[src/design/multichannel_pattern_pwm_assert.svh]
// Assertion macros used by the multichannel pattern PWM top level.
`ifndef MULTICHANNEL_PATTERN_PWM_ASSERT_SVH
`define MULTICHANNEL_PATTERN_PWM_ASSERT_SVH

// same-cycle implication, sampled on clk, off while arst_n is low
`define MPP_ASSERT_IMP(label, ante, cons) \
	label: assert property (@(posedge clk) disable iff (!arst_n) (ante) |-> (cons)) \
		else $error("mpp assertion failed");

// next-cycle implication, sampled on clk, off while arst_n is low
`define MPP_ASSERT_NXT(label, ante, cons) \
	label: assert property (@(posedge clk) disable iff (!arst_n) (ante) |=> (cons)) \
		else $error("mpp assertion failed");

`endif

[src/design/mpp_pkg.sv]
// Types, opcodes and duty pattern ROM for the multichannel pattern PWM.
package mpp_pkg;

	localparam int PIN_FW = 5;
	localparam int LVL_W  = 6;
	localparam int PAT_W  = 32;

	localparam logic [1:0] OP_TICK = 2'd0;
	localparam logic [1:0] OP_SET  = 2'd1;
	localparam logic [1:0] OP_READ = 2'd2;

	localparam logic [LVL_W-1:0] LVL_MAX = 6'd32;

	typedef struct packed {
		logic [1:0]        op;
		logic [PIN_FW-1:0] pin;
		logic [LVL_W-1:0]  level;
	} mpp_req_t;

	typedef struct packed {
		logic [31:0]      change_mask;
		logic [31:0]      pin_values;
		logic             all_steady;
		logic [LVL_W-1:0] duty_readback;
	} mpp_rsp_t;

	typedef struct packed {
		logic              rd_en;
		logic [PIN_FW-1:0] rd_addr;
		logic              wr_en;
		logic [PIN_FW-1:0] wr_addr;
		logic [LVL_W-1:0]  wr_lvl;
	} mpp_mem_req_t;

	// pattern k has k one bits spread evenly; levels above 32 never reach here
	function automatic logic [PAT_W-1:0] pattern_rom(input logic [LVL_W-1:0] lvl);
		logic [PAT_W-1:0] p;
		case (lvl)
			6'd0:  p = 32'h00000000;
			6'd1:  p = 32'h80000000;
			6'd2:  p = 32'h80008000;
			6'd3:  p = 32'h80100200;
			6'd4:  p = 32'h80808080;
			6'd5:  p = 32'h82081040;
			6'd6:  p = 32'h84208420;
			6'd7:  p = 32'h88442210;
			6'd8:  p = 32'h88888888;
			6'd9:  p = 32'h91224488;
			6'd10: p = 32'h89248924;
			6'd11: p = 32'hA4924924;
			6'd12: p = 32'h92929292;
			6'd13: p = 32'hA5294A52;
			6'd14: p = 32'hAA52A94A;
			6'd15: p = 32'hAAA5552A;
			6'd16: p = 32'hAAAAAAAA;
			6'd17: p = 32'hD5556AAA;
			6'd18: p = 32'hD56AD56A;
			6'd19: p = 32'hD6B5AD6A;
			6'd20: p = 32'hDADADADA;
			6'd21: p = 32'hDB6DB6DA;
			6'd22: p = 32'hEDB6EDB6;
			6'd23: p = 32'hEDDBB776;
			6'd24: p = 32'hEEEEEEEE;
			6'd25: p = 32'hF77BBDEE;
			6'd26: p = 32'hF7DEFBDE;
			6'd27: p = 32'hFBF7DFBE;
			6'd28: p = 32'hFEFEFEFE;
			6'd29: p = 32'hFFDFFBFE;
			6'd30: p = 32'hFFFEFFFE;
			6'd31: p = 32'hFFFFFFFE;
			default: p = 32'hFFFFFFFF;
		endcase
		return p;
	endfunction

endpackage

[src/design/mpp_lvl_store.sv]
// Per-pin level memory with valid bits; unwritten pins read as level zero.
module mpp_lvl_store import mpp_pkg::*; #(
	parameter int NUM_PINS = 32,
	parameter int PIN_W    = 5
) (
	input  logic             clk,
	input  logic             arst_n,
	input  mpp_mem_req_t     mreq,
	output logic [LVL_W-1:0] rd_lvl
);

	logic [LVL_W-1:0]    lvl_mem_q [NUM_PINS];
	logic [NUM_PINS-1:0] vld_q;
	logic [LVL_W-1:0]    data_s1;
	logic                vld_s1;

	always_ff @(posedge clk) begin
		if (mreq.wr_en)
			lvl_mem_q[mreq.wr_addr[PIN_W-1:0]] <= mreq.wr_lvl;
		if (mreq.rd_en)
			data_s1 <= lvl_mem_q[mreq.rd_addr[PIN_W-1:0]];
	end

	always_ff @(posedge clk or negedge arst_n) begin
		if (!arst_n) begin
			vld_q  <= '0;
			vld_s1 <= 1'b0;
		end else begin
			if (mreq.wr_en)
				vld_q[mreq.wr_addr[PIN_W-1:0]] <= 1'b1;
			if (mreq.rd_en)
				vld_s1 <= vld_q[mreq.rd_addr[PIN_W-1:0]];
		end
	end

	assign rd_lvl = vld_s1 ? data_s1 : '0;

endmodule

[src/design/multichannel_pattern_pwm.sv]
// Top level of the multichannel pattern PWM engine.
//
//  channel | signals                    | direction | payload
//  req     | req_valid req_stall req    | in        | mpp_req_t (op, pin, level)
//  rsp     | rsp_valid rsp_stall rsp    | out       | mpp_rsp_t (mask, values, steady, duty)
//
// Tick: one level memory read per pin walks the pins in order, then drain and finish.
// Set and read: a read of one memory entry; set writes the new level back to it.
// Unused opcode or absent pin: straight to the result.
// One item at a time; the next transfer is taken once the result sits in the output register.
// A result held by rsp_stall stalls only the finish of the following item.
// Reset clears levels (through valid bits), pin outputs, phase and the unsteady count.
module multichannel_pattern_pwm import mpp_pkg::*; #(
	parameter int NUM_PINS = 32
) (
	input  logic     clk,
	input  logic     arst_n,
	input  logic     req_valid,
	output logic     req_stall,
	input  mpp_req_t req,
	output logic     rsp_valid,
	input  logic     rsp_stall,
	output mpp_rsp_t rsp
);

	`include "multichannel_pattern_pwm_assert.svh"

	localparam int PIN_W = (NUM_PINS > 1) ? $clog2(NUM_PINS) : 1;
	localparam int CNT_W = $clog2(NUM_PINS + 1);
	localparam logic [PIN_W-1:0] LAST_PIN = PIN_W'(NUM_PINS - 1);

	localparam logic [2:0] ST_IDLE  = 3'd0;
	localparam logic [2:0] ST_RMW   = 3'd1;
	localparam logic [2:0] ST_WALK  = 3'd2;
	localparam logic [2:0] ST_DRAIN = 3'd3;
	localparam logic [2:0] ST_FIN   = 3'd4;

	logic [2:0]          state_q;
	logic [1:0]          op_q;
	logic [PIN_W-1:0]    pin_q;
	logic [LVL_W-1:0]    lvl_q;
	logic [4:0]          phase_q;
	logic [PIN_W-1:0]    idx_q;
	logic [PIN_W-1:0]    idx_s1;
	logic                walk_s1;
	logic [CNT_W-1:0]    ns_cnt_q;
	logic                steady_q;
	logic [NUM_PINS-1:0] mask_q;
	logic [NUM_PINS-1:0] vals_q;
	logic [LVL_W-1:0]    duty_q;
	logic [NUM_PINS-1:0] pin_out_q;
	mpp_rsp_t            rsp_q;
	logic                rsp_valid_q;

	mpp_mem_req_t     mreq;
	logic [LVL_W-1:0] rd_lvl;
	logic             accept;
	logic             pin_ok;
	logic [LVL_W-1:0] sat_lvl;
	logic [PAT_W-1:0] cur_pat;
	logic             cur_bit;
	logic             old_ns;
	logic             new_ns;
	logic             fin_go;

	assign req_stall = (state_q != ST_IDLE);
	assign accept    = req_valid && !req_stall;
	assign pin_ok    = (6'(req.pin) < 6'(NUM_PINS));
	assign sat_lvl   = (req.level > LVL_MAX) ? LVL_MAX : req.level;
	assign cur_pat   = pattern_rom(rd_lvl);
	assign cur_bit   = cur_pat[phase_q];
	assign old_ns    = (rd_lvl != '0) && (rd_lvl != LVL_MAX);
	assign new_ns    = (lvl_q != '0) && (lvl_q != LVL_MAX);
	assign fin_go    = (state_q == ST_FIN) && (!rsp_valid_q || !rsp_stall);

	always_comb begin
		mreq = '0;
		if (accept && pin_ok && (req.op == OP_SET || req.op == OP_READ)) begin
			mreq.rd_en   = 1'b1;
			mreq.rd_addr = req.pin;
		end
		if (state_q == ST_WALK) begin
			mreq.rd_en   = 1'b1;
			mreq.rd_addr = PIN_FW'(idx_q);
		end
		if (state_q == ST_RMW && op_q == OP_SET) begin
			mreq.wr_en   = 1'b1;
			mreq.wr_addr = PIN_FW'(pin_q);
			mreq.wr_lvl  = lvl_q;
		end
	end

	mpp_lvl_store #(
		.NUM_PINS(NUM_PINS),
		.PIN_W   (PIN_W)
	) u_store (
		.clk   (clk),
		.arst_n(arst_n),
		.mreq  (mreq),
		.rd_lvl(rd_lvl)
	);

	always_ff @(posedge clk or negedge arst_n) begin
		if (!arst_n) begin
			state_q     <= ST_IDLE;
			phase_q     <= '0;
			walk_s1     <= 1'b0;
			ns_cnt_q    <= '0;
			pin_out_q   <= '0;
			rsp_valid_q <= 1'b0;
		end else begin
			walk_s1 <= (state_q == ST_WALK);
			if (walk_s1)
				pin_out_q[idx_s1] <= cur_bit;
			if (rsp_valid_q && !rsp_stall)
				rsp_valid_q <= 1'b0;
			case (state_q)
				ST_IDLE: begin
					if (accept) begin
						case (req.op)
							OP_TICK: begin
								phase_q <= phase_q - 5'd1;
								state_q <= ST_WALK;
							end
							OP_SET, OP_READ: state_q <= pin_ok ? ST_RMW : ST_FIN;
							default: state_q <= ST_FIN;
						endcase
					end
				end
				ST_RMW: begin
					if (op_q == OP_SET)
						ns_cnt_q <= ns_cnt_q + CNT_W'(new_ns) - CNT_W'(old_ns);
					state_q <= ST_FIN;
				end
				ST_WALK: begin
					if (idx_q == LAST_PIN)
						state_q <= ST_DRAIN;
				end
				ST_DRAIN: state_q <= ST_FIN;
				ST_FIN: begin
					if (fin_go) begin
						rsp_valid_q <= 1'b1;
						state_q     <= ST_IDLE;
					end
				end
				default: state_q <= ST_IDLE;
			endcase
		end
	end

	always_ff @(posedge clk) begin
		idx_s1 <= idx_q;
		if (accept) begin
			op_q     <= req.op;
			pin_q    <= req.pin[PIN_W-1:0];
			lvl_q    <= sat_lvl;
			steady_q <= (ns_cnt_q == '0);
			mask_q   <= '0;
			vals_q   <= '0;
			duty_q   <= '0;
			idx_q    <= '0;
		end
		if (state_q == ST_WALK)
			idx_q <= idx_q + PIN_W'(1);
		if (state_q == ST_RMW && op_q == OP_READ)
			duty_q <= rd_lvl;
		if (walk_s1 && (cur_bit != pin_out_q[idx_s1])) begin
			mask_q[idx_s1] <= 1'b1;
			vals_q[idx_s1] <= cur_bit;
		end
		if (fin_go) begin
			rsp_q.change_mask   <= 32'(mask_q);
			rsp_q.pin_values    <= 32'(vals_q);
			rsp_q.all_steady    <= steady_q;
			rsp_q.duty_readback <= duty_q;
		end
	end

	assign rsp_valid = rsp_valid_q;
	assign rsp       = rsp_q;

	`MPP_ASSERT_IMP(a_cnt_bound, 1'b1, ns_cnt_q <= CNT_W'(NUM_PINS))
	`MPP_ASSERT_IMP(a_walk_state, walk_s1, state_q == ST_WALK || state_q == ST_DRAIN)
	`MPP_ASSERT_NXT(a_busy_after_accept, accept, req_stall)

endmodule
[config.mk]
export PLATFORM = sky130hd
export DESIGN_NAME = multichannel_pattern_pwm
export DESIGN_NICKNAME = d
export VERILOG_FILES = /design/src/design/mpp_pkg.sv /design/src/design/mpp_lvl_store.sv /design/src/design/multichannel_pattern_pwm.sv
export VERILOG_INCLUDE_DIRS = /design/src /design/src/design
export SDC_FILE = /design/constraint.sdc
export NUM_CORES = 1
export LEC_CHECK = 0
export ABC_AREA = 1
export BUFFER_PORTS_ARGS = -buffer_cell sky130_fd_sc_hd__buf_2
export CORE_MARGIN = 8
export CORE_UTILIZATION = 54
export DETAILED_ROUTE_END_ITERATION = 8
export GPL_ROUTABILITY_DRIVEN = 0
export PLACE_DENSITY = 0.69
export SKIP_CTS_REPAIR_TIMING = 1
export SKIP_LAST_GASP = 1
export SYNTH_ARGS = -nofsm -noshare
export SYNTH_HDL_FRONTEND = slang
export SYNTH_SLANG_ARGS = --single-unit
[constraint.sdc]
create_clock -name clk -period 7.9 [get_ports clk]
set_input_delay 1.58 -clock clk [delete_from_list [all_inputs] [get_ports clk]]
set_output_delay 1.58 -clock clk [all_outputs]
set_load 0.02 [all_outputs]
==> run metrics <==
max incr delay on CP=0.87 ns; Residual DRC=0; Mapped Nets=2040; final std cells w/o fill=2545; IO Pins=90; Tmin final=4.93 ns; Async S/R FF share, synth=0.182; Num CTS Buffers=46; antenna violations before repair=0; iteration-0 DRC count of the detailed router=1707; total of flip-flops plus latches after synthesis=444; H-tree depth=2; RSZ-0062 raised after global routing=false; CTS tree=built; endpoints failing hold=0; Initial Utilization=0.546; Die Ht=205 um; DRT antenna net count=0; internal reg-to-reg setup slack=2.99 ns; maxcap violations=0; status=finished, final reports clean; Worst Hold Path EP=rsp[4]; GR Overflow Total=0; Main synth FF type=edfxtp_1; Peak Freq=0.203 GHz; Total Routing Usage GR=0.212; Clock transition at path regs=0.06 ns; Synth warnings=0; Lkg Pwr=9.51 nW; Area contributors post-synth=edfxtp_1 (46%), nand2_1 (13%), dfrtp_1 (10%); Yosys top cell area share=0.456; syn avg cell area=9.72 um2; Row Count=69; Min-Delay Path Class=flop to flop; CP most frequent cell=nand2_1; Overall Power=7.67 mW; # setup viols final=0; layout cell share with drive strength beyond 1=0.101; critical path class=primary input to flop; nets=2094; cells on worst reg2reg path=17; CP required=8.34 ns; vias in the first global route=13500; Worst path depth=15; Layout Skew=0.0220 ns; routed via count=14300; Pwr Density=354 mW/mm2; hold path startpoint=duty_q[4]; dpl cells=2459; Peak VDD IR=0.000310 V; CP bufs+invs=4; slew margin rel.=0.239; CP max stage cell=inv_2; number of clock sinks=444; period utilization=0.624; Netlist Area Pre-Place=0.0194 mm2; Setup TNS=0 ns; Cells after Synth=1993; CP Max Fanout=61; Slew @ Worst Pin=1.14 ns; largest net degree at the start of global routing=87; Slew Limit Fails=0; die area=0.0422 mm2; sequential area share after synthesis=0.632; Yosys top cell by area=edfxtp_1; root buf cell=clkbuf_16; Skew-Pair Late Insertion Delay=0.56 ns; drt via density=5.60; EDFF count, synth=294; WL final=45100 um; first-pass GRT wire length=72300 um; Area Overhead vs Synth=11.8%; diodes inserted=0; DRT Pass-1 Iters=6; Core Region=0.0355 mm2; cell family with most CP delay=buffers and inverters; crit start category=primary input; hold path cells=0; Cell variety after synth=41; reg2reg start=u_store.vld_s1; CP Cell Sequence=buf_2 > inv_1 > ha_1 > o21ai_0 > a21oi_2 > nand2_4 > inv_2 > buf_12 > a21oi_1 > a32o_1 > nand2_1 > o211ai_1 > nand2_1 > nand2_1 > nand2_1; Reg-to-Reg End=pin_out_q[21]; crit path DAT=5.36 ns; post-DR wirelength/cell=17.7 um; hpwl dp=29100 um; Die Width=205 um; Critical Path Sink Type=flop; Buffers on Ports=89; maximum clock path buffer count=3
cell type report:
type	instances	area, um2
fillers	2869	13800
flip-flops and latches	444	12200
clock buffers	62	1340
repair buffers	102	558
inverters	147	554
clock inverters	23	189
well taps	461	577
multi-input cells	1306	6200
sequential cells by signal, indices dropped and copies added (netlist names):
name	cells
vals_q	32
walk_s1	1
idx_q	5
ns_cnt_q	6
rsp	71
steady_q	1
u_store.lvl_mem_q	192
rsp_valid	1
idx_s1	5
duty_q	6
pin_q	5
lvl_q	6
state_q	3
pin_out_q	32
mask_q	32
phase_q	5
u_store.vld_q	32
op_q	2
u_store.data_s1	6
u_store.vld_s1	1
worst max-delay path by stage:
stage / start / to / slack, ns
after detailed placement: req[11] / u_store.data_s1[2] / 2.45
after CTS: req[11] / u_store.data_s1[2] / 3.03
after global routing: u_store.vld_s1 / pin_out_q[21] / 2.56
after global placement: req[11] / u_store.data_s1[2] / 2.53
final: req[11] / u_store.data_s1[2] / 2.97
after floorplan: rsp_stall / rsp[0] / 2.74
Yosys cell counts, types with 3 or more instances:
master,n
a21oi_1,90
a22oi_1,19
a31oi_1,4
a32o_1,23
a32oi_1,5
buf_1,12
buf_2,28
buf_4,10
clkbuf_1,46
dfrtp_1,81
dfxtp_1,69
edfxtp_1,294
ha_1,29
inv_1,142
nand2_1,673
nand3_1,79
nand4_1,5
nor2_1,147
nor2_2,3
nor3_1,10
o211ai_1,35
o21ai_0,120
o21ai_1,5
o22ai_1,19
or2_2,19
xor2_1,6
stage by stage:
stage | instance area [um2] | setup slack, ns | hold WS (ns) | util
2_1_floorplan | 19400 | 2.74 | 0.377 | -
3_3_place_gp | 20100 | 2.53 | 0.405 | 0.567
3_5_place_dp | 20100 | 2.45 | 0.405 | 0.567
4_1_cts | 21600 | 3.03 | 0.418 | 0.610
5_1_grt | 21700 | 2.56 | 0.419 | 0.610
6_report | 21700 | 2.97 | 0.417 | 0.610
placed cells by master, fill, tap and decap left out, types with 69 or more instances in the layout:
cell and instances:
edfxtp_1 294, dfxtp_1 69, dfrtp_1 81, nand2_1 671
nor2_1 140, inv_1 141, o21ai_0 120, nand3_1 79
a21oi_1 90, buf_2 88
cell families after synthesis:
family                   share of synthesized area
AO/OA/AOI/OAI                                0.100
buffers and inverters                       0.0510
flip-flops                                   0.632
AND/OR/NAND/NOR                              0.194
XOR/XNOR                                   0.00362
adder cells (fa/ha/maj)                     0.0198
where the power goes:
part	switching, mW	leakage (nW)	internal [mW]
clock network	0.879	0.743	1.28
registers	0.250	4.72	2.86
logic	1.72	4.04	0.680
total	2.85	9.51	4.82
worst reg2reg max path, cell delays in order (launching register included):
cell and delay, ns:
dfrtp_1 0.81, nand2_1 0.52, inv_1 0.46, ha_1 0.30
nand3_1 0.22, nor2_1 0.23, o21ai_0 0.14, nand3_1 0.10
nand3_1 0.09, nand2_1 0.09, nand2_1 0.05, nand2_1 0.07
nand2_1 0.05, nand2_1 0.07, nand2_2 0.11, nand2_2 0.53
inv_1 0.59, o21ai_0 0.37
routing by layer:
metal	vias up	wire, um	GRT usage
li1	6808	-	-
met1	6745	19700	0.299
met2	612	20700	0.336
met3	89	3560	0.0367
met4	0	1080	0.0608
met5	-	0	0
No activity file was read; power rests on OpenSTA's default activity.
